==> src/hdl/cmme_ram.sv <==
module cmme_ram #(
  parameter int unsigned WIDTH = 8,
  parameter int unsigned DEPTH = 16
) (
  input  logic                                      clk,
  input  logic                                      wr_en,
  input  logic [(DEPTH > 1 ? $clog2(DEPTH) : 1)-1:0] wr_addr,
  input  logic [WIDTH-1:0]                          wr_data,
  input  logic                                      rd_en,
  input  logic [(DEPTH > 1 ? $clog2(DEPTH) : 1)-1:0] rd_addr,
  output logic [WIDTH-1:0]                          rd_data
);

  logic [WIDTH-1:0] mem [DEPTH];

  always_ff @(posedge clk) begin
    if (wr_en) begin
      mem[wr_addr] <= wr_data;
    end
    if (rd_en) begin
      rd_data <= mem[rd_addr];
    end
  end

endmodule

==> config.mk <==
export PLATFORM = sky130hd
export DESIGN_NAME = cmme_ram
export DESIGN_NICKNAME = d
export VERILOG_FILES = /design/src/hdl/cmme_ram.sv
export SDC_FILE = /design/constraint.sdc
export NUM_CORES = 1
export LEC_CHECK = 0
export ABC_AREA = 1
export BUFFER_PORTS_ARGS = -buffer_cell sky130_fd_sc_hd__buf_4
export CAP_MARGIN = 20
export CORE_UTILIZATION = 61
export CTS_CLUSTER_SIZE = 8
export DETAILED_ROUTE_END_ITERATION = 6
export GPL_TIMING_DRIVEN = 0
export PLACE_DENSITY = 0.78
export SLEW_MARGIN = 20
export SYNTH_ARGS = -nofsm -noshare
export SYNTH_HDL_FRONTEND = slang
export SYNTH_SLANG_ARGS = --single-unit
==> constraint.sdc <==
create_clock -name clk -period 1.2 [get_ports clk]
set_input_delay 0 -clock clk [delete_from_list [all_inputs] [get_ports clk]]
set_output_delay 0 -clock clk [all_outputs]
set_load 0.05 [all_outputs]
==> metrics.md, run 1 <==
| Metric | Value |
|---|---|
| Worst ir drop on vdd | 0.00132 V |
| Worst path top cell family by delay | simple AND/OR/NAND/NOR gates |
| Die H | 99.9 um |
| Crit path top cell by count | nand3_1 |
| CTS Root Buffer Type | clkbuf_8 |
| Via count of the routed design | 4044 |
| Critical path class | reg2reg |
| Cells after synthesis | 551 |
| Fin. Hold Viols | 0 |
| DR pass1 iterations | 6 |
| Max-slew violations | 0 |
| Result of the run | finished, final reports clean |
| Antenna Violating Nets Remaining | 0 |
| HPWL after DPL | 8380 um |
| Critical Path Fanout Max | 1 |
| Number of flip-flops and latches in the synthesized netlist | 136 |
| Number of cells in the finished layout apart from fillers | 746 |
| Hold Slack | 31.4 ps |
| Die X | 99.9 um |
| Element type at the critical path start | flop |
| Port bufs | 23 |
| Max-cap viol count | 0 |
| Worst endpoint required time | 1480 ps |
| Maximum root-to-sink buffer count | 2 |
| Vias in the first global route | 3845 |
| Fraction of final layout cells sized beyond drive strength 1 | 13.5% |
| DRC violation total after the first TritonRoute iteration | 429 |
| Critical path capture point type | flop |
| Area of the core | 0.00928 mm2 |
| Count of H-tree levels built during CTS | 4 |
| Critical path buffer and inverter count | 1 |
| Final wirelength | 13500 um |
| Total global-route track usage | 29.4% |
| Worst setup margin | 22.9 ps |
| Routed len/inst | 18.1 um |
| Worst-path cell chain | inv_1, nand2_1, nand3_1, nand3_1, nand3_1, nand2_1 |
| Place WS | -243 ps |
| Static leakage power | 0.00298 uW |
| Type of the most critical hold path | in2reg |
| Commonest non-fill, non-tap cells in the layout | 173 x nand2_1, 136 x edfxtp_1, 100 x inv_1, 92 x nand3_1, 27 x buf_4 |
| Number of diodes added for antenna fixing | 0 |
| Clk sink count | 136 |
| Initial core utilization | 63.0% |
| Largest net degree at the start of global routing | 17 |
| Transition time at the pin with the least slew margin | 1000 ps |
| Nets in the synthesized netlist | 570 |
| Highest Clock Rate | 850 MHz |
| Wire length of the first global-routing pass | 20600 um |
| PwrDens | 1640 mW/mm2 |
| Drc violations | 0 |
| CTS tree | done |
| Total grt overflow | 0 |
| Number of instances in the placed design | 703 |
| Distinct cells, synth | 11 |
| Number of nets in the finished design | 623 |
| Most common cell after layout, fill and taps aside | nand2_1 |
| Total number of yosys warnings | 0 |
| Crit path time final | 1180 ps |
| Worst path arrival time | 1460 ps |
| Avg Synthesized Cell Area | 10.6 um2 |
| Stage delay of the slowest cell on the critical path | 350 ps |
| Max stage delay cell, worst path | edfxtp_1 |
| Clock latency on the worst-skew pair | 530 ps |
| Mean number of vias per cell | 5.42 |
| Final setup viols | 0 |
| Share of the cycle needed by the critical path after routing | 98.1% |
| Sequential-to-total area share from yosys stat | 69.8% |
| Synth-to-Final Area Change | 18.1% |
| Core Util, Final | 74.4% |
| Clock slew at reported path FFs | 60 ps |
| Fin Clk Skew | 3.68 ps |
| Total die area | 0.00998 mm2 |
| Post-synthesis instance area | 0.00585 mm2 |
| Final Wtd Congestion | 0.900 |
| Slew headroom | 32.8% |
| Number of antenna violations at the first check in global routing | 0 |
| Num ports | 27 |
| TritonCTS buffer count | 17 |
| Row Count | 35 |
[power by group]
| part | internal (uW) | switching [uW] |
|---|---|---|
| sequential | 5350 | 25.1 |
| combinational | 254 | 571 |
| clock | 3170 | 1980 |
| total | 8770 | 2580 |
[logic make-up (layout without fill, tap and decap cells)]
group                  count (synthesis)  after routing  share of synthesized area [%]
buffers and inverters                126            192                           9.39
and+or+nand+nor                      289            289                           20.8
DFF                                  136            136                           69.8
[through the flow]
| step | area, um2 | total power, uW | setup TNS (ps) |
|---|---|---|---|
| 2_1_floorplan | 5850 | 5930 | 0 |
| 3_3_place_gp | 6180 | 6220 | -14840 |
| 3_5_place_dp | 6180 | 6240 | -16710 |
| 4_1_cts | 6880 | 11300 | 0 |
| 5_1_grt | 6900 | 11600 | -43.5 |
| 6_report | 6900 | 11400 | 0 |
[Yosys cell counts, drive strengths merged]
library cell	count	area share [%]
nor2	17	1.1
nand3	97	8.3
edfxtp	136	70
nand3b	2	0.26
nand2	173	11
inv	102	6.5
buf	24	2.8
[final cells by class]
type,count,area [um2]
buffer,24,166
clock inverter,15,174
clock buffer,17,414
sequential,136,4080
multi-input combinational,289,1240
tap,129,161
inverter,102,383
timing repair buffer,34,283
fill,625,2380
[per-layer routing]
metal	share of wire (%)	track usage, %
met1	41	39.8
met2	47	45.8
met3	9.3	7.03
met4	2.4	13.2
met5	0	0
[worst reg2reg max path, delay by kind of cell, from the launching register on]
family | cells | cell delay, ps
flip-flops | 1 | 350
AND/OR/NAND/NOR | 5 | 490
buffers and inverters | 1 | 80
[state kept, by name, summed over array words and instances (netlist names)]
signal / flops
rd_data: 8
mem: 128
[repair_timing]
action / 4_1_cts / 5_1_grt
gates resized for setup: 0 / 5
hold endpoints to repair: 138 / 0
hold buffers: 11 / 0
endpoints found under the setup margin: 0 / 3
buffers inserted: 0 / 0
[final timing paths]
check             startpoint         end  slack, ps  depth (start not counted)
setup / recovery  mem[11][4]  rd_data[4]         20                          6
hold / removal    rd_addr[2]  rd_data[1]         30                          4
setup reg to reg  mem[11][4]  rd_data[4]         20                          6
hold reg to reg    mem[6][7]  rd_data[7]        780                          6
Power figures use the tool's default switching activity.
==> run 2: changes to the inputs <==
--- a/config.mk
+++ b/config.mk
@@ -9,10 +9,11 @@
 export BUFFER_PORTS_ARGS = -buffer_cell sky130_fd_sc_hd__buf_4
 export CAP_MARGIN = 20
 export CORE_UTILIZATION = 61
+export CTS_BUF_LIST = sky130_fd_sc_hd__clkbuf_16
 export CTS_CLUSTER_SIZE = 8
 export DETAILED_ROUTE_END_ITERATION = 6
 export GPL_TIMING_DRIVEN = 0
-export PLACE_DENSITY = 0.78
+export PLACE_DENSITY = 0.79
 export SLEW_MARGIN = 20
 export SYNTH_ARGS = -nofsm -noshare
 export SYNTH_HDL_FRONTEND = slang
==> metrics.md, run 2 (synthesis gave the netlist of run 1 again) <==
| Metric | Value |
|---|---|
| Result of the run | finished, final reports clean |
| Slew headroom | 35.8% (+3.0 points) |
| Static leakage power | 0.00299 uW (+0.10%) |
| Finished layout cell area | 0.00692 mm2 (+0.16%) |
| Routed len/inst | 19.2 um (+6.1%) |
| Place WS | -263 ps (-20.1 ps) |
| Worst path arrival time | 1330 ps (-130 ps) |
| Worst setup slack for register-to-register paths | 20 ps (about the same) |
| Crit path time final | 1180 ps (+0.761 ps) |
| Clock latency on the worst-skew pair | 420 ps (-110 ps) |
| Clock slew at reported path FFs | 60 ps (about the same) |
| Clk sink count | 136 (unchanged) |
| Synth-to-Final Area Change | 18.3% |
| Depth of the worst register-to-register path | 6 (unchanged) |
| Worst-path cell chain | inv_1, nand2_1, nand3_1, nand3_1, nand3_1, nand2_1 |
| Commonest non-fill, non-tap cells in the layout | 173 x nand2_1, 136 x edfxtp_1, 100 x inv_1, 91 x nand3_1, 27 x buf_4 |
| Vias in the first global route | 3921 (+2.0%) |
| Max stage delay cell, worst path | edfxtp_1 |
| Most common cell after layout, fill and taps aside | nand2_1 |
| Critical path class | reg2reg |
| Antenna Violating Nets Remaining | 0 (unchanged) |
| Max-slew violations | 0 (unchanged) |
| Type of the most critical hold path | in2reg |
| Die H | 99.9 um (unchanged) |
| Worst hold start | rd_addr[2] |
| Highest Clock Rate | 849 MHz (about the same) |
| Element type at the critical path start | flop |
| Number of antenna violations at the first check in global routing | 0 (unchanged) |
| Port bufs | 23 (unchanged) |
| Total grt overflow | 0 (unchanged) |
| Critical path capture point type | flop |
| Share of the cycle needed by the critical path after routing | 98.2% (about the same) |
| Fraction of final layout cells sized beyond drive strength 1 | 14.0% (+0.53 points) |
| Number of diodes added for antenna fixing | 0 (unchanged) |
| Beginning of the worst register-to-register path | mem[7][4] |
| Critical Path Fanout Max | 1 (unchanged) |
| Crit path top cell by count | nand3_1 |
| Largest registers ranked by flip-flop count | mem: 128 flops, rd_data: 8 flops |
| Endpoint of the worst hold path | rd_data[3] |
| Final wirelength | 14300 um (+5.8%) |
| Flip-flop count of the largest register after layout | 128 (unchanged) |
| Row Count | 35 (unchanged) |
| DRC violation total after the first TritonRoute iteration | 532 (+24%) |
| Hold Path Cell Cnt | 4 (unchanged) |
| Via count of the routed design | 4028 (-0.40%) |
| Final setup viols | 0 (unchanged) |
| Sequential cell area in the final layout | 0.00408 mm2 (unchanged) |
| Initial core utilization | 63.0% (unchanged) |
| DR pass1 iterations | 5 (-1) |
| Total die area | 0.00998 mm2 (unchanged) |
| Count of H-tree levels built during CTS | 4 (unchanged) |
| Worst ir drop on vdd | 0.00158 V (+19%) |
| CTS Root Buffer Type | clkbuf_16 |
| Drc violations | 0 (unchanged) |
| Maximum root-to-sink buffer count | 2 (unchanged) |
| Num ports | 27 (unchanged) |
| Transition time at the pin with the least slew margin | 959 ps (-44.6 ps) |
| PwrDens | 1680 mW/mm2 (+2.3%) |
| Terminus of the critical flop-to-flop path | rd_data[4] |
| Worst endpoint required time | 1350 ps (-130 ps) |
| Area of combinational cells with multiple inputs | 0.00124 mm2 (+0.40%) |
| Fin. Hold Viols | 0 (unchanged) |
| Hold Slack | 104 ps (+72.4 ps) |
| Total global-route track usage | 31.2% (+1.7 points) |
| HPWL after DPL | 8890 um (+6.1%) |
| Final Wtd Congestion | 0.902 (+0.31%) |
| Dpl cell area | 0.00618 mm2 (unchanged) |
| Largest register by flop count | mem |
| Largest net degree at the start of global routing | 17 (unchanged) |
| Number of nets in the finished design | 621 (-0.32%) |
| CTS tree | done |
| Fin Clk Skew | 9.95 ps (+6.27 ps) |
| Critical path buffer and inverter count | 1 (unchanged) |
| Number of filler instances in the final layout | 625 (unchanged) |
| Total power of the final layout | 11600 uW (+2.4%) |
| Worst path top cell family by delay | simple AND/OR/NAND/NOR gates |
| Area of the core | 0.00928 mm2 (unchanged) |
| Wire length of the first global-routing pass | 21800 um (+5.7%) |
| Stage delay of the slowest cell on the critical path | 370 ps (+20 ps) |
| Mean number of vias per cell | 5.41 (-0.13%) |
| Worst setup margin | 22.1 ps (-0.761 ps) |
| Max-cap viol count | 0 (unchanged) |
| Die X | 99.9 um (unchanged) |
| TritonCTS buffer count | 17 (unchanged) |
## run 2: cell type report
cell class / count / share of cell area (%)
well taps: 129 / 2.33
inverters: 102 / 5.54
plain buffers: 24 / 2.41
multi-input cells: 289 / 18.0
repair buffers: 32 / 3.80
clock buffers: 17 / 6.15
flip-flops and latches: 136 / 59.1
clock inverters: 15 / 2.73
## run 2: power by group
group | switching (uW) | leakage, uW | internal (uW)
clock | 2100 | 0.000290 | 3320
combinational | 579 | 0.00146 | 250
sequential | 27.0 | 0.00124 | 5350
total | 2710 | 0.00299 | 8920
## run 2: worst max-delay path by stage
stage / to / slack (ps) / start / cells after the start
global placement: mem[5][1] / -250 / wr_addr[3] / 3
global route: rd_data[6] / -20 / mem[7][6] / 6
CTS: rd_data[0] / 30 / mem[14][0] / 6
finish: rd_data[4] / 20 / mem[7][4] / 6
detailed placement: mem[5][1] / -260 / wr_addr[3] / 3
floorplan: mem[10][0] / 250 / wr_addr[2] / 2
## run 2: stage by stage
step | std cells | TNS, ps | util, %
2_1_floorplan | 551 | 0 | -
3_3_place_gp | 703 | -15890 | 66.6
3_5_place_dp | 703 | -19790 | 66.6
4_1_cts | 744 | 0 | 74.2
5_1_grt | 744 | -28.2 | 74.5
6_report | 744 | 0 | 74.5
## run 2: repair_timing
item                       4_1_cts  5_1_grt
hold buffers                     9        0
hold endpoints to repair       136        0
setup endpoints to repair        0        4
resized for setup                0        6
buffers inserted                 0        0
## run 2: metal layers
layer  global-route usage (%)  share of wire (%)  vias up
li1                         -                  -     1885
met1                     44.9                 42     1887
met2                     47.7                 47      227
met3                     5.64                8.9       29
met4                     12.4                2.2        0
met5                        0                  0        -
## run 2: tightest hold or removal path: stages
cell and delay [ps]:
buf_2 150, nand3_1 90, nand3_1 90, nand2_1 80
